`src/design/text_console_cursor_engine_core_macros.svh`:
```
// ----------------------------------------------------------------------------
// Text console cursor engine: assertion macros
// Concurrent assertion helpers; they compile to nothing when SYNTH is defined.
// ----------------------------------------------------------------------------
`ifndef TEXT_CONSOLE_CURSOR_ENGINE_CORE_MACROS_SVH
`define TEXT_CONSOLE_CURSOR_ENGINE_CORE_MACROS_SVH

`ifndef SYNTH
// The property must hold at every clock edge outside reset.
`define TCCE_ASSERT(lbl, clk, rst, prop) \
  lbl: assert property (@(posedge clk) disable iff (rst) prop) \
    else $error("cursor engine assertion failed");
// The condition must never be true outside reset.
`define TCCE_ASSERT_NEVER(lbl, clk, rst, cond) \
  lbl: assert property (@(posedge clk) disable iff (rst) !(cond)) \
    else $error("cursor engine forbidden condition seen");
`else
`define TCCE_ASSERT(lbl, clk, rst, prop)
`define TCCE_ASSERT_NEVER(lbl, clk, rst, cond)
`endif

`endif

```
`src/design/tcce_pkg.sv`:
```
// ----------------------------------------------------------------------------
// Text console cursor engine package
// Shared codes, command record and the tab phase table builder.
// ----------------------------------------------------------------------------
package tcce_pkg;

  localparam int unsigned TAB_STOP_DEF = 8;
  localparam int unsigned MAX_RESULTS  = 8;
  localparam int unsigned CNT_W        = $clog2(MAX_RESULTS + 1);
  localparam int unsigned IDX_W        = $clog2(MAX_RESULTS);
  localparam int unsigned TAB_REM_W    = 4;  // holds a remainder for tab stops up to 16
  localparam int unsigned CLEAR_LEN    = 7;
  localparam int unsigned BS_LEN       = 3;

  localparam logic [7:0] COLUMNS_RST = 8'd80;
  localparam logic [7:0] ROWS_RST    = 8'd25;

  // Input item modes.
  localparam logic [1:0] MODE_WRITE  = 2'd0;
  localparam logic [1:0] MODE_CLEAR  = 2'd1;
  localparam logic [1:0] MODE_CURSOR = 2'd2;

  // Configuration register indexes.
  localparam logic REG_COLUMNS = 1'b0;
  localparam logic REG_ROWS    = 1'b1;

  // Character codes.
  localparam logic [7:0] CH_NUL   = 8'h00;
  localparam logic [7:0] CH_BS    = 8'h08;
  localparam logic [7:0] CH_TAB   = 8'h09;
  localparam logic [7:0] CH_LF    = 8'h0A;
  localparam logic [7:0] CH_CR    = 8'h0D;
  localparam logic [7:0] CH_ESC   = 8'h1B;
  localparam logic [7:0] CH_SPACE = 8'h20;
  localparam logic [7:0] CH_DEL   = 8'h7F;

  // Kinds of byte sequence the back end plays out.
  typedef enum logic [2:0] {
    K_STATUS = 3'd0,
    K_ECHO   = 3'd1,
    K_SPACES = 3'd2,
    K_BSSEQ  = 3'd3,
    K_CLEAR  = 3'd4
  } kind_t;

  typedef struct packed {
    kind_t             kind;
    logic [CNT_W-1:0]  count;   // number of beats, 1 to MAX_RESULTS
    logic [7:0]        ch;      // echoed byte for K_ECHO
    logic [7:0]        col;     // cursor after the item
    logic [7:0]        row;
  } cmd_t;

  typedef logic [TAB_REM_W-1:0] tab_lut_t [256];

  // Column modulo tab stop for every column, built by counting so no divider is needed.
  function automatic tab_lut_t mod_lut(input int unsigned tab);
    tab_lut_t    lut;
    int unsigned phase;
    phase = 0;
    for (int i = 0; i < 256; i++) begin
      lut[i] = phase[TAB_REM_W-1:0];
      if (phase + 1 == tab) phase = 0;
      else phase = phase + 1;
    end
    return lut;
  endfunction

  // Escape sequence ESC [ 2 J ESC [ H.
  function automatic logic [7:0] clear_byte(input logic [IDX_W-1:0] idx);
    logic [7:0] b;
    case (idx)
      IDX_W'(0): b = CH_ESC;
      IDX_W'(1): b = 8'h5B;
      IDX_W'(2): b = 8'h32;
      IDX_W'(3): b = 8'h4A;
      IDX_W'(4): b = CH_ESC;
      IDX_W'(5): b = 8'h5B;
      IDX_W'(6): b = 8'h48;
      default:   b = 8'h00;
    endcase
    return b;
  endfunction

endpackage

```
`src/design/tcce_front.sv`:
```
// ----------------------------------------------------------------------------
// Cursor engine front end
// Accepts items, tracks cursor and discard state, and issues one command each.
// ----------------------------------------------------------------------------
`include "text_console_cursor_engine_core_macros.svh"

module tcce_front #(
  parameter int unsigned TAB_STOP = tcce_pkg::TAB_STOP_DEF
) (
  input  logic          clk,
  input  logic          rst,
  input  logic          s_tvalid,
  output logic          s_tready,
  input  logic [31:0]   s_tdata,   // mode[1:0], char_code[9:2], new_col[17:10], new_row[25:18]
  input  logic          s_tlast,   // last_of_request
  input  logic          cfg_we,
  input  logic          cfg_index,
  input  logic [7:0]    cfg_data,
  output tcce_pkg::cmd_t cmd,
  output logic          cmd_valid,
  input  logic          cmd_ready
);
  import tcce_pkg::*;

  localparam tab_lut_t MOD_LUT = mod_lut(TAB_STOP);

  logic [7:0] columns;
  logic [7:0] rows;
  logic [7:0] col;
  logic [7:0] row;
  logic       disc;
  logic [7:0] col_next;
  logic [7:0] row_next;
  logic       disc_next;

  logic [1:0] mode;
  logic [7:0] ch;
  logic [7:0] new_col;
  logic [7:0] new_row;
  logic       accept;

  logic [7:0] last_row;
  logic [8:0] row_inc;
  logic [7:0] row_adv;
  logic [8:0] col_inc;
  logic [TAB_REM_W-1:0] rem;
  logic [8:0] stop_gap;
  logic [8:0] room;
  logic [8:0] spaces;
  logic [8:0] tab_sum;

  assign mode    = s_tdata[1:0];
  assign ch      = s_tdata[9:2];
  assign new_col = s_tdata[17:10];
  assign new_row = s_tdata[25:18];

  assign s_tready  = cmd_ready;
  assign cmd_valid = s_tvalid;
  assign accept    = s_tvalid && cmd_ready;

  // Row advance, clamped at the last row.
  assign last_row = (rows == 8'd0) ? 8'd0 : rows - 8'd1;
  assign row_inc  = {1'b0, row} + 9'd1;
  assign row_adv  = (row_inc > {1'b0, last_row}) ? last_row : row_inc[7:0];
  assign col_inc  = {1'b0, col} + 9'd1;

  // Tab: spaces to the next stop, bounded by the screen width and the beat budget.
  assign rem      = MOD_LUT[col];
  assign stop_gap = 9'(TAB_STOP) - {{(9 - TAB_REM_W){1'b0}}, rem};
  assign room     = (col < columns) ? ({1'b0, columns} - {1'b0, col}) : 9'd0;
  always_comb begin
    spaces = stop_gap;
    if (room < spaces) spaces = room;
    if (9'(MAX_RESULTS) < spaces) spaces = 9'(MAX_RESULTS);
  end
  assign tab_sum = {1'b0, col} + spaces;

  always_comb begin
    col_next  = col;
    row_next  = row;
    disc_next = disc;
    cmd.kind  = K_STATUS;
    cmd.count = CNT_W'(1);
    cmd.ch    = ch;
    unique case (mode)
      MODE_WRITE: begin
        if (!disc) begin
          case (ch)
            CH_NUL: disc_next = 1'b1;
            CH_LF: begin
              cmd.kind = K_ECHO;
              col_next = 8'd0;
              row_next = row_adv;
            end
            CH_CR: col_next = 8'd0;
            CH_TAB: begin
              if (spaces != 9'd0) begin
                cmd.kind  = K_SPACES;
                cmd.count = spaces[CNT_W-1:0];
              end
              if (tab_sum >= {1'b0, columns}) begin
                col_next = 8'd0;
                row_next = row_adv;
              end else begin
                col_next = tab_sum[7:0];
              end
            end
            CH_BS: begin
              if (col != 8'd0) begin
                cmd.kind  = K_BSSEQ;
                cmd.count = CNT_W'(BS_LEN);
                col_next  = col - 8'd1;
              end
            end
            default: begin
              if (ch >= CH_SPACE && ch < CH_DEL) begin
                cmd.kind = K_ECHO;
                if (col_inc >= {1'b0, columns}) begin
                  col_next = 8'd0;
                  row_next = row_adv;
                end else begin
                  col_next = col_inc[7:0];
                end
              end
            end
          endcase
        end
        if (s_tlast) disc_next = 1'b0;
      end
      MODE_CLEAR: begin
        cmd.kind  = K_CLEAR;
        cmd.count = CNT_W'(CLEAR_LEN);
        col_next  = 8'd0;
        row_next  = 8'd0;
        disc_next = 1'b0;
      end
      MODE_CURSOR: begin
        if (new_col < columns) col_next = new_col;
        if (new_row < rows) row_next = new_row;
        disc_next = 1'b0;
      end
      default: begin
      end
    endcase
    cmd.col = col_next;
    cmd.row = row_next;
  end

  always_ff @(posedge clk) begin
    if (rst) begin
      col     <= 8'd0;
      row     <= 8'd0;
      disc    <= 1'b0;
      columns <= COLUMNS_RST;
      rows    <= ROWS_RST;
    end else begin
      if (accept) begin
        col  <= col_next;
        row  <= row_next;
        disc <= disc_next;
      end
      if (cfg_we) begin
        unique case (cfg_index)
          REG_COLUMNS: columns <= cfg_data;
          REG_ROWS:    rows    <= cfg_data;
          default: begin
          end
        endcase
      end
    end
  end

  `TCCE_ASSERT(a_clear_homes, clk, rst, accept && (mode == MODE_CLEAR) |=> (col == 8'd0) && (row == 8'd0) && !disc)

endmodule

```
`src/design/tcce_queue.sv`:
```
// ----------------------------------------------------------------------------
// Cursor engine command queue
// Two-entry queue that decouples the front end from the byte sequencer.
// ----------------------------------------------------------------------------
module tcce_queue (
  input  logic           clk,
  input  logic           rst,
  input  logic           push,
  input  tcce_pkg::cmd_t push_cmd,
  output logic           full,
  input  logic           pop,
  output tcce_pkg::cmd_t pop_cmd,
  output logic           empty
);
  import tcce_pkg::*;

  cmd_t       slots [2];
  logic       wr_ptr;
  logic       rd_ptr;
  logic [1:0] fill;
  logic       do_push;
  logic       do_pop;

  assign full    = (fill == 2'd2);
  assign empty   = (fill == 2'd0);
  assign do_push = push && !full;
  assign do_pop  = pop && !empty;
  assign pop_cmd = slots[rd_ptr];

  always_ff @(posedge clk) begin
    if (do_push) slots[wr_ptr] <= push_cmd;
  end

  always_ff @(posedge clk) begin
    if (rst) begin
      wr_ptr <= 1'b0;
      rd_ptr <= 1'b0;
      fill   <= 2'd0;
    end else begin
      if (do_push) wr_ptr <= !wr_ptr;
      if (do_pop) rd_ptr <= !rd_ptr;
      case ({do_push, do_pop})
        2'b10:   fill <= fill + 2'd1;
        2'b01:   fill <= fill - 2'd1;
        default: fill <= fill;
      endcase
    end
  end

endmodule

```
`src/design/tcce_back.sv`:
```
// ----------------------------------------------------------------------------
// Cursor engine byte sequencer
// Plays each queued command out as one or more output beats.
// ----------------------------------------------------------------------------
`include "text_console_cursor_engine_core_macros.svh"

module tcce_back (
  input  logic           clk,
  input  logic           rst,
  input  tcce_pkg::cmd_t cmd,
  input  logic           cmd_valid,
  output logic           cmd_pop,
  output logic           m_tvalid,
  input  logic           m_tready,
  output logic [23:0]    m_tdata,   // out_byte[7:0], cursor_col[15:8], cursor_row[23:16]
  output logic           m_tuser,   // byte_valid
  output logic           m_tlast    // last
);
  import tcce_pkg::*;

  cmd_t             cur;
  logic             busy;
  logic [IDX_W-1:0] idx;
  logic             beat;
  logic             at_end;
  logic             load;
  logic [7:0]       out_byte;

  assign beat    = busy && m_tready;
  assign at_end  = ({1'b0, idx} + CNT_W'(1)) == cur.count;
  assign load    = cmd_valid && (!busy || (beat && at_end));
  assign cmd_pop = load;

  always_comb begin
    case (cur.kind)
      K_ECHO:   out_byte = cur.ch;
      K_SPACES: out_byte = CH_SPACE;
      K_BSSEQ:  out_byte = (idx == IDX_W'(1)) ? CH_SPACE : CH_BS;
      K_CLEAR:  out_byte = clear_byte(idx);
      default:  out_byte = 8'h00;
    endcase
  end

  assign m_tvalid = busy;
  assign m_tdata  = {cur.row, cur.col, out_byte};
  assign m_tuser  = (cur.kind != K_STATUS);
  assign m_tlast  = at_end;

  always_ff @(posedge clk) begin
    if (load) cur <= cmd;
  end

  always_ff @(posedge clk) begin
    if (rst) begin
      busy <= 1'b0;
      idx  <= '0;
    end else if (beat && !at_end) begin
      idx <= idx + IDX_W'(1);
    end else if (!busy || beat) begin
      busy <= cmd_valid;
      idx  <= '0;
    end
  end

  `TCCE_ASSERT(a_idx_in_range, clk, rst, busy |-> ({1'b0, idx} < cur.count))
  `TCCE_ASSERT_NEVER(a_status_clean, clk, rst, busy && !m_tuser && ((out_byte != 8'h00) || !m_tlast))
  `TCCE_ASSERT(a_chain_next, clk, rst, beat && at_end && cmd_valid |=> busy && (idx == '0))

endmodule

```
`src/design/text_console_cursor_engine_core.sv`:
```
// A result's first beat is offered once its command has passed a queue slot and the
// sequencer's register. Throughput: the sequencer sends one beat per cycle while the
// receiver is ready; an item causes 1 to 8 beats (8 full tab, 7 clear, 3 backspace).
// The front end takes an item per cycle while its two-entry command queue has room.
// Reset clears cursor, discard flag, queue and sequencer; columns returns to 80, rows to 25.
// ----------------------------------------------------------------------------
// Text console cursor engine
// Turns console characters and commands into serial bytes with cursor status.
// ----------------------------------------------------------------------------
module text_console_cursor_engine_core #(
  parameter int unsigned TAB_STOP = tcce_pkg::TAB_STOP_DEF
) (
  input  logic        clk,
  input  logic        rst,
  // Input items.
  input  logic        s_tvalid,
  output logic        s_tready,
  input  logic [31:0] s_tdata,   // mode[1:0], char_code[9:2], new_col[17:10], new_row[25:18]
  input  logic        s_tlast,   // last_of_request
  // Result beats.
  output logic        m_tvalid,
  input  logic        m_tready,
  output logic [23:0] m_tdata,   // out_byte[7:0], cursor_col[15:8], cursor_row[23:16]
  output logic        m_tuser,   // byte_valid
  output logic        m_tlast,   // last
  // Configuration writes: index 0 is columns, index 1 is rows.
  input  logic        cfg_we,
  input  logic        cfg_index,
  input  logic [7:0]  cfg_data
);
  import tcce_pkg::*;

  // The front end decides the whole effect of an item in the cycle it is
  // accepted: the new cursor, the discard flag, and which byte sequence to
  // send. That decision travels as a compact command, so a long sequence
  // such as a clear never holds up classification of the next item.
  cmd_t front_cmd;
  logic front_valid;
  logic q_full;
  cmd_t back_cmd;
  logic q_empty;
  logic back_pop;

  tcce_front #(
    .TAB_STOP (TAB_STOP)
  ) u_front (
    .clk       (clk),
    .rst       (rst),
    .s_tvalid  (s_tvalid),
    .s_tready  (s_tready),
    .s_tdata   (s_tdata),
    .s_tlast   (s_tlast),
    .cfg_we    (cfg_we),
    .cfg_index (cfg_index),
    .cfg_data  (cfg_data),
    .cmd       (front_cmd),
    .cmd_valid (front_valid),
    .cmd_ready (!q_full)
  );

  // The queue lets the front end keep accepting items while the output side
  // is stalled or busy with a multi-beat sequence.
  tcce_queue u_queue (
    .clk      (clk),
    .rst      (rst),
    .push     (front_valid),
    .push_cmd (front_cmd),
    .full     (q_full),
    .pop      (back_pop),
    .pop_cmd  (back_cmd),
    .empty    (q_empty)
  );

  // The sequencer holds the current command in a register and steps a beat
  // index through it; every beat carries the cursor as it stands after the
  // whole item, and the final beat of the command raises tlast.
  tcce_back u_back (
    .clk       (clk),
    .rst       (rst),
    .cmd       (back_cmd),
    .cmd_valid (!q_empty),
    .cmd_pop   (back_pop),
    .m_tvalid  (m_tvalid),
    .m_tready  (m_tready),
    .m_tdata   (m_tdata),
    .m_tuser   (m_tuser),
    .m_tlast   (m_tlast)
  );

endmodule

```
`config.mk`:
```
export PLATFORM = sky130hd
export DESIGN_NAME = text_console_cursor_engine_core
export DESIGN_NICKNAME = d
export VERILOG_FILES = /design/src/design/tcce_pkg.sv /design/src/design/tcce_front.sv /design/src/design/tcce_queue.sv /design/src/design/tcce_back.sv /design/src/design/text_console_cursor_engine_core.sv
export VERILOG_INCLUDE_DIRS = /design/src /design/src/design
export SDC_FILE = /design/constraint.sdc
export NUM_CORES = 1
export LEC_CHECK = 0
export BUFFER_PORTS_ARGS = -buffer_cell sky130_fd_sc_hd__buf_2
export CAP_MARGIN = 15
export CORE_ASPECT_RATIO = 1.75
export CORE_MARGIN = 2
export CORE_UTILIZATION = 30
export DETAILED_ROUTE_END_ITERATION = 7
export SKIP_LAST_GASP = 1
export SLEW_MARGIN = 20
export SYNTH_ARGS = -nofsm -noshare
export SYNTH_HDL_FRONTEND = slang
export SYNTH_SLANG_ARGS = --single-unit
export TNS_END_PERCENT = 100
```
`constraint.sdc`:
```
create_clock -name clk -period 8.85 [get_ports clk]
set_clock_uncertainty 0.1 [all_clocks]
set_input_delay 0 -clock clk [delete_from_list [all_inputs] [get_ports clk]]
set_output_delay 0 -clock clk [all_outputs]
set_load 0.01 [all_outputs]
```
==> out/qor.yml, run 1 <==
run_status:
  status: "complete, no violations"
clock_network:
  cts_resized: 0
  cts_buffers: 17
  cts_root_buf: "clkbuf_16"
  clock_path_buffers: 2
  postCtsSetupBuffers: 0
  postCtsHoldBufs: 35
  path_clk_slew_ps: 60
  ctsHtreeMaxLevel: 4
  clk-insertion-delay-late_ps: 430
  cts_sinks: 134
  cts_tree: "yes"
hold_path:
  min_path_cells: 2
  hold_end: "u_queue.slots[1][30]"
  min_from: "s_tdata[0]"
  hp-class: "input pin to flop"
setup_path:
  reg2reg_to: "u_queue.slots[0][1]"
  critical_path.most_common_cell: "ha_1"
  endpoint_kind: "flop"
  path_delay_family: "compound AO/OA/AOI/OAI gates"
  r2r_start: "u_front.col[1]"
  crit_path_start_kind: "flop"
  r2r_slack_ps: 860
  crit_path_max_fanout: 10
  reg2reg_depth: 29
  slowest_stage: "a211oi_1"
  crit_buf_inv: 1
  critical_path_class: "flop to flop"
  crit_arrival_ps: 8040
  worst_ep_required_time_ps: 8900
  crit_start: "u_front.col[1]"
  max_stage_delay_ps: 660
die:
  die_area_sq_um: 31430
  ioPinCount: 75
  start_util_pct: 30.59
  fp.dieH_um: 233.0
  dieWidth_um: 134.9
  floorplan.rows: 83
  core_area_sq_um: 29390
logic_synthesis:
  async_flop_share_pct: 0
  syn_area_sq_um: 8991
  synth_area_leader_cell: "edfxtp_1"
  seq_area_frac_synth_pct: 40.19
  syn_avg_cell_area_sq_um: 9.859
  synth-edff-count: 93
  synth_seq_cells: 134
  yosysUniqueCellTypes: 89
  postSynthCellCount: 912
  synth_warnings: 0
  synth-compound-area-share_pct: 18.59
  synth_xor_area_share_pct: 2.922
  synth_top_area_share_pct: 31.06
  ys.flop_type: "edfxtp_1"
  synth_top_family_by_area: "compound AO/OA/AOI/OAI gates"
  synth_area_leaders: "edfxtp_1 31%, ha_1 10%, dfxtp_1 9.1%"
  muxShareOfSynthArea_pct: 6.582
  synthSimpleGateAreaFrac_pct: 15.22
  synthAdderAreaFrac_pct: 10.60
timing:
  clock.fmax_mhz: 125.2
  hold_viol_final: 0
  tns_ps: 0
  rsz0062_at_grt: "no"
  finalCriticalPeriod_ps: 7987
  tightest_slew_ps: 1015
  setup_viol: 0
  post-route-period-util_pct: 90.25
  slew_headroom_pct: 31.96
  slew_violations: 0
final_layout:
  nets: 1115
  drive_above_1_share_pct: 18.49
  area_growth_syn_to_layout_pct: 17.41
  antenna_cells: 0
grt:
  grt_pass1_wl_um: 38590
  gr-total-overflow: 0
  grt_max_degree: 40
  gr-usage-all-layers_pct: 15.83
  antenna_found_initial: 0
  grt_pass1_vias: 7382
drt:
  totalWireLength_um: 24020
  firstDrtPassIters: 5
  drt-initial-drc-count: 348
  wl_per_cell_um: 17.31
  vias: 7173
  drt-vias-per-instance: 5.168
  drc: 0
  postRouteAntennaNets: 0
placed_design:
  hpwl_um: 18620
  place.gp.congestion: 0.9015
  io_buffers: 68
power:
  leakagePower_nw: 4.110
  ir_worst_vdd_v: 0.0001182
  power_w: 0.002430
  power_density_nw_per_um2: 230.2
run:
  max-cap-violations: 0
==> cell type report <==
| type | instances | area (sq um) |
|---|---|---|
| Sequential cell | 134 | 3613 |
| Timing Repair Buffer | 114 | 793.3 |
| Tap cell | 382 | 478.0 |
| Inverter | 48 | 180.2 |
| Clock inverter | 10 | 145.1 |
| Clock buffer | 22 | 464.2 |
| Multi-Input combinational cell | 678 | 4882 |
| Fill cell | 2948 | 18830 |
==> flip-flops by register name, indices dropped and copies added, names as in the netlist <==
| signal | count |
|---|---|
| u_queue.slots | 62 |
| u_back.m_tdata | 16 |
| u_back.cur | 15 |
| u_front.col | 8 |
| u_front.columns | 8 |
| u_front.row | 8 |
| u_front.rows | 8 |
| u_back.idx | 3 |
| u_queue.fill | 2 |
| u_back.m_tvalid | 1 |
| u_front.disc | 1 |
| u_queue.rd_ptr | 1 |
| u_queue.wr_ptr | 1 |
==> routing by layer <==
layer	routed length [um]	global-route usage [%]	vias up
li1	-	-	3512
met1	9043	16.20	3387
met2	12900	30.14	213
met3	975	2.484	61
met4	1103	8.586	0
met5	0	0	-
==> synthesized netlist by cell type (18+ instances only) <==
| cell type | instances |
|---|---|
| xnor2_1 | 18 |
| inv_1 | 48 |
| dfxtp_1 | 41 |
| o21ai_0 | 38 |
| clkbuf_1 | 21 |
| nand3_1 | 22 |
| a21oi_1 | 77 |
| mux2_2 | 41 |
| ha_1 | 73 |
| edfxtp_1 | 93 |
| nand2_1 | 79 |
| nor2_1 | 62 |
| buf_4 | 18 |
==> logic make-up after synthesis <==
logic type | after synthesis
AOI/OAI and AO/OA | 244
xor gates and xnor gates | 30
adders and majority gates | 75
buffers and inverters | 103
DFF | 134
muxes | 54
other | 1
and+or+nand+nor | 271
==> worst max path at each step <==
stage | endpoint | slack, ps | cells past startpoint
global placement | u_queue.slots[0][1] | 1030 | 29
finish | u_queue.slots[0][1] | 860 | 29
CTS | u_queue.slots[0][1] | 910 | 29
floorplan | u_queue.slots[0][1] | 2040 | 30
global route | u_queue.slots[1][1] | 310 | 29
detailed placement | u_queue.slots[0][1] | 960 | 29
==> stage by stage <==
step	cell area, sq um	std cells	hold slack (ps)	setup WS (ps)	utilization [%]
after detailed placement	9567	1320	149.9	959.2	32.55
after global placement	9567	1320	140.4	1032	32.55
after floorplan	9002	915	-1.131	2037	-
after global routing	10560	1388	33.02	311.8	35.92
after CTS	10530	1387	20.84	906.3	35.82
final	10560	1388	18.59	862.7	35.92
==> layout by cell type, fill, tap and decap left out, types with 18 or more instances in the layout <==
master,count
inv_1,48
mux2_2,41
dfxtp_1,41
nand3_1,22
edfxtp_1,93
ha_1,72
xnor2_1,18
nand2_1,79
nor2_1,60
a21oi_1,76
buf_2,68
dlygate4sd3_1,35
o21ai_0,38
==> power by group <==
part | switching [W] | internal [W] | leakage, nW
combinational | 0.000489 | 0.000331 | 2.62
sequential | 0.0000598 | 0.000821 | 1.21
clock | 0.000270 | 0.000459 | 0.280
Note: power is estimated with default switching activity, not from simulation.
==> inputs of run 2 (changes only) <==
ABC_AREA = 1   (was default)
==> out/qor.yml, run 2 <==
final_layout:
  largest-register: "u_queue.slots"
  final_common_cell: "nand2_1"
  area_growth_syn_to_layout_pct: 18.12
  seq_area_sq_um: 3613  # unchanged
  nets: 1383  # +24%
  n_fill_cell: 3188  # +8.1%
  multiInputGateArea_sq_um: 4780  # -2.1%
  largest_reg_flops: 62  # unchanged
  drive_above_1_share_pct: 13.34  # -5.1 points
  most-common-layout-cells: "292 x nand2_1, 153 x inv_1, 93 x edfxtp_1"
logic_synthesis:
  synth_warnings: 0  # unchanged
  yosysMostFrequentCell: "nand2_1"
  synth_seq_cells: 134  # unchanged
  async_flop_share_pct: 0  # unchanged
  synth_area_leader_cell: "edfxtp_1"
  syn_avg_cell_area_sq_um: 7.906  # -20%
  synth-edff-count: 93  # unchanged
  synth_top_area_share_pct: 30.14  # -0.92 points
  synth_common_cells: "292 x nand2_1, 153 x inv_1, 93 x edfxtp_1"
  postSynthCellCount: 1172  # +29%
  synth_area_leaders: "edfxtp_1 30%, nand2_1 12%, ha_1 9.9%"
  seq_area_frac_synth_pct: 39.00  # -1.2 points
  syn_area_sq_um: 9266  # +3.1%
  ys.flop_type: "edfxtp_1"
  yosysUniqueCellTypes: 56  # -37%
grt:
  gr-usage-all-layers_pct: 15.89  # +0.068 points
  antenna_found_initial: 0  # unchanged
  grt_max_degree: 34  # -15%
  grt_pass1_vias: 7905  # +7.1%
  gr-total-overflow: 0  # unchanged
  grt_pass1_wl_um: 40030  # +3.7%
clock_network:
  clk-insertion-delay-late_ps: 430  # about the same
  cts_sinks: 134  # unchanged
  clock_path_buffers: 2  # unchanged
  cts_buffers: 17  # unchanged
  ctsHtreeMaxLevel: 4  # unchanged
  cts_tree: "yes"
  cts_root_buf: "clkbuf_16"
  path_clk_slew_ps: 60  # about the same
placed_design:
  io_buffers: 68  # unchanged
  place.gp.congestion: 0.8995  # -0.22%
  hpwl_um: 19890  # +6.8%
timing:
  rsz0062_at_grt: "no"
  tightest_slew_ps: 1015  # +0.3955 ps
  clock.fmax_mhz: 153.2  # +22%
  hold_ws_ps: 4.569  # -14.02 ps
  post-route-period-util_pct: 73.77  # -16 points
  slew_violations: 0  # unchanged
  setup_viol: 0  # unchanged
  tns_ps: 0  # unchanged
  slew_headroom_pct: 32.27  # +0.31 points
  hold_viol_final: 0  # unchanged
  finalCriticalPeriod_ps: 6529  # -1459 ps
power:
  power_w: 0.002721  # +12%
  power_density_nw_per_um2: 248.6  # +8.0%
  leakagePower_nw: 5.104  # +24%
  ir_worst_vdd_v: 0.0001440  # +22%
die:
  dieWidth_um: 136.9  # +1.5%
  core_area_sq_um: 30630  # +4.2%
  die_area_sq_um: 32370  # +3.0%
  start_util_pct: 30.25  # -0.34 points
  fp.dieH_um: 236.5  # +1.5%
  ioPinCount: 75  # unchanged
  floorplan.rows: 85  # +2.4%
setup_path:
  crit_path_start_kind: "flop"
  endpoint_kind: "flop"
  slowest_stage: "dfxtp_1"
  crit_arrival_ps: 6550  # -1490 ps
  crit_buf_inv: 7  # +6
  worst_ep_required_time_ps: 8870  # -30 ps
  path_delay_family: "simple AND/OR/NAND/NOR gates"
  r2r_start: "u_front.col[3]"
  crit_start: "u_front.col[3]"
  critical_path.most_common_cell: "nand2_1"
  max_stage_delay_ps: 520  # -140 ps
  critical_path_class: "flop to flop"
  crit_path_max_fanout: 9  # -1
drt:
  firstDrtPassIters: 8  # +3
  drt-vias-per-instance: 4.870  # -5.8%
  drt-initial-drc-count: 401  # +15%
  wl_per_cell_um: 15.16  # -12%
  totalWireLength_um: 25250  # +5.1%
  vias: 8114  # +13%
  drc: 0  # unchanged
  postRouteAntennaNets: 0  # unchanged
hold_path:
  hp-class: "input pin to flop"
  min_from: "s_tdata[19]"
run_status:
  status: "complete, no violations"
run:
  max-cap-violations: 0  # unchanged
[run 2: cell types whose count changed after synthesis, moves of 14 or more]
cell / previous run / this run
inv_2: 0 / 18
o21ai_0: 38 / 62
nand3_1: 22 / 70
inv_1: 48 / 153
nand2_1: 79 / 292
xnor2_1: 18 / 4
mux2_2: 41 / 0
[run 2: kinds of logic after synthesis]
logic type	share of synthesized area, %
and+or+nand+nor	25.53
buffers and inverters	9.600
AOI/OAI and AO/OA	12.99
DFF	39.00
adders and majority gates	10.29
xor gates and xnor gates	2.552
other	0.04047
[run 2: final timing paths]
check             cells after the start                   to  slack (ps)
setup / recovery                     40  u_queue.slots[0][4]        2320
hold / removal                        7       u_front.row[1]           5
hold reg to reg                       1      u_queue.fill[1]         370
setup reg to reg                     40  u_queue.slots[0][4]        2320
[run 2: timing repair]
item                      CTS  global route
hold endpoints to repair   50             0
buffers inserted            0             0
hold buffers               36             0
resized for setup           0             0
[run 2: worst register-to-register path: cells and delay by family (launching register included)]
| family | cells | cell delay (ps) |
|---|---|---|
| AOI/OAI and AO/OA | 7 | 1250 |
| xor gates and xnor gates | 1 | 160 |
| adders and majority gates | 5 | 1720 |
| buffers and inverters | 7 | 750 |
| DFF | 1 | 520 |
| and+or+nand+nor | 20 | 1730 |
[run 2: power by group]
part / switching (W) / leakage, nW / internal [W]
clock: 0.000279 / 0.312 / 0.000510
combinational: 0.000670 / 3.58 / 0.000346
sequential: 0.0000646 / 1.22 / 0.000851
[run 2: routing by layer]
layer | global-route usage [%] | part of all wire, %
met1 | 16.06 | 37
met2 | 30.12 | 55
met3 | 2.847 | 3.9
met4 | 8.341 | 4.3
met5 | 0 | 0
[run 2: through the flow]
stage                     setup WS, ps  cell area (sq um)  std cells  utilization, %
final                             2321              10950       1666           35.74
after global routing              1854              10940       1665           35.73
after CTS                         2351              10940       1665           35.73
after detailed placement          2381               9923       1597           32.40
after global placement            2406               9923       1597           32.40
after floorplan                   3440               9278       1175               -
[run 2: area by class of cell]
class	count	share of cell area (%)
Multi-Input combinational cell	823	43.67
Sequential cell	134	33.01
Timing Repair Buffer	109	6.744
Inverter	176	6.059
Tap cell	391	4.470
Clock buffer	18	4.012
Clock inverter	14	2.012
Antenna cell	1	0.02286
==> inputs of run 3 (changes only) <==
ABC_AREA = 0   (was 1)
clock period = 6.78 ns   (was 8.85 ns; I/O delays follow)
==> out/qor.yml, run 3 (synthesis gave the netlist of run 1 again) <==
run_status:
  status: "complete, no violations"
power:
  leakagePower_nw: 4.286  # -16%
  power_density_nw_per_um2: 299.1  # +20%
  ir_worst_vdd_v: 0.0001866  # +30%
  power_w: 0.003242  # +19%
setup_path:
  crit_arrival_ps: 6480  # -70 ps
  r2r_start: "u_front.col[3]"
  crit_path_max_fanout: 7  # -2
  worst_ep_required_time_ps: 6830  # -2040 ps
  max_stage_delay_ps: 430  # -90 ps
  critical_path_class: "flop to flop"
  endpoint_kind: "flop"
  crit_path_start_kind: "flop"
  slowest_stage: "ha_1"
  critical_path.most_common_cell: "ha_1"
  crit_start: "u_front.col[3]"
grt:
  antenna_found_initial: 0  # unchanged
  gr-total-overflow: 0  # unchanged
  grt_pass1_vias: 7244  # -8.4%
  use_met2_pct: 29.41  # -0.71 points
  grt_pass1_wl_um: 38260  # -4.4%
  busiest_layer: "met2"
  gr-usage-all-layers_pct: 15.78  # -0.11 points
  grtUsageMet1_pct: 16.37  # +0.31 points
  grt_max_degree: 40  # +18%
  use_met3_pct: 2.680  # -0.17 points
die:
  core_area_sq_um: 29390  # -4.0%
  start_util_pct: 30.59  # +0.34 points
  ioPinCount: 75  # unchanged
  fp.dieH_um: 233.0  # -1.5%
  die_area_sq_um: 31430  # -2.9%
  dieWidth_um: 134.9  # -1.5%
  floorplan.rows: 83  # -2.4%
clock_network:
  cts_root_buf: "clkbuf_16"
  cts_sinks: 134  # unchanged
  cts_tree: "yes"
  clock_path_buffers: 2  # unchanged
  ctsHtreeMaxLevel: 4  # unchanged
  clk-insertion-delay-late_ps: 430  # about the same
  cts_buffers: 17  # unchanged
  path_clk_slew_ps: 60  # about the same
final_layout:
  antenna_cells: 0  # -1
  nets: 1141  # -17%
  area_growth_syn_to_layout_pct: 20.55
  largest_reg_flops: 62  # unchanged
  drive_above_1_share_pct: 22.29  # +8.9 points
  final_common_cell: "edfxtp_1"
  seq_area_sq_um: 3613  # unchanged
  final_cells: 1414  # -15%
  n_fill_cell: 2915  # -8.6%
  most-common-layout-cells: "93 x edfxtp_1, 78 x nand2_1, 73 x a21oi_1"
  largest-register: "u_queue.slots"
  multiInputGateArea_sq_um: 4951  # +3.6%
timing:
  setup_slack_ps: 343.7  # -1978 ps
  setup_viol: 0  # unchanged
  finalCriticalPeriod_ps: 6436  # -92.22 ps
  slew_headroom_pct: 35.00  # +2.7 points
  slew_violations: 0  # unchanged
  clock.fmax_mhz: 155.4  # +1.4%
  hold_viol_final: 0  # unchanged
  tightest_slew_ps: 975.0  # -39.88 ps
  post-route-period-util_pct: 94.93  # +21 points
placed_design:
  dp_slack_ps: 141.1  # -2240 ps
  io_buffers: 68  # unchanged
  hpwl_um: 19010  # -4.4%
  place.gp.congestion: 0.9390  # +4.4%
  dpl.cell_count: 1348  # -16%
run:
  max-cap-violations: 0  # unchanged
drt:
  drc: 0  # unchanged
  totalWireLength_um: 24200  # -4.2%
  postRouteAntennaNets: 0  # unchanged
  wl_per_cell_um: 17.11  # +13%
  vias: 7270  # -10%
  firstDrtPassIters: 5  # -3
  drt-initial-drc-count: 384  # -4.2%
  drt-vias-per-instance: 5.141  # +5.6%
hold_path:
  min_from: "rst"
  hp-class: "input pin to flop"
==> run 3: worst paths after layout <==
check,end,slack (ps),cells after the start
setup reg to reg,u_queue.slots[1][1],340,30
setup / recovery,u_queue.slots[1][1],340,30
hold / removal,u_queue.fill[0],40,2
hold reg to reg,u_front.columns[7],380,2
==> run 3: worst max-delay path, delay by kind of cell (launching register included) <==
kind / cells / cell delay [ps]
adders and majority gates: 4 / 1290
buffers and inverters: 3 / 300
AOI/OAI and AO/OA: 12 / 2560
muxes: 1 / 120
xor gates and xnor gates: 1 / 270
and+or+nand+nor: 9 / 1200
DFF: 1 / 330
==> run 3: layout make-up <==
type | instances | share of cell area [%]
repair buffers | 140 | 9.165
flip-flops and latches | 134 | 33.34
well taps | 382 | 4.410
clock buffers | 21 | 4.744
multi-input cells | 678 | 45.68
inverters | 48 | 1.662
clock inverters | 11 | 1.004
==> run 3: what timing repair did <==
item / CTS / global route
buffers inserted: 0 / 1
hold buffers: 32 / 0
endpoints found under the hold margin: 48 / 0
gates resized for setup: 0 / 14
endpoints found under the setup margin: 0 / 35
==> run 3: where the power goes <==
part | switching (W) | leakage, nW | internal, W
clock network | 0.000365 | 0.305 | 0.000584
logic | 0.000668 | 2.77 | 0.000487
registers | 0.0000676 | 1.21 | 0.00107
==> run 3: metal layers <==
layer / share of wire [%] / up-vias
li1: - / 3571
met1: 38 / 3425
met2: 53 / 205
met3: 3.7 / 69
met4: 5.3 / 0
met5: 0 / -
==> run 3: stage by stage <==
step           util (%)  hold WS [ps]  area [sq um]  TNS, ps
2_1_floorplan         -        -1.131          9007        0
3_3_place_gp      33.33         150.2          9794        0
3_5_place_dp      33.33         158.2          9794        0
4_1_cts           36.54         23.80         10740        0
5_1_grt           36.88         51.69         10840   -161.5
6_report          36.88         35.72         10840        0
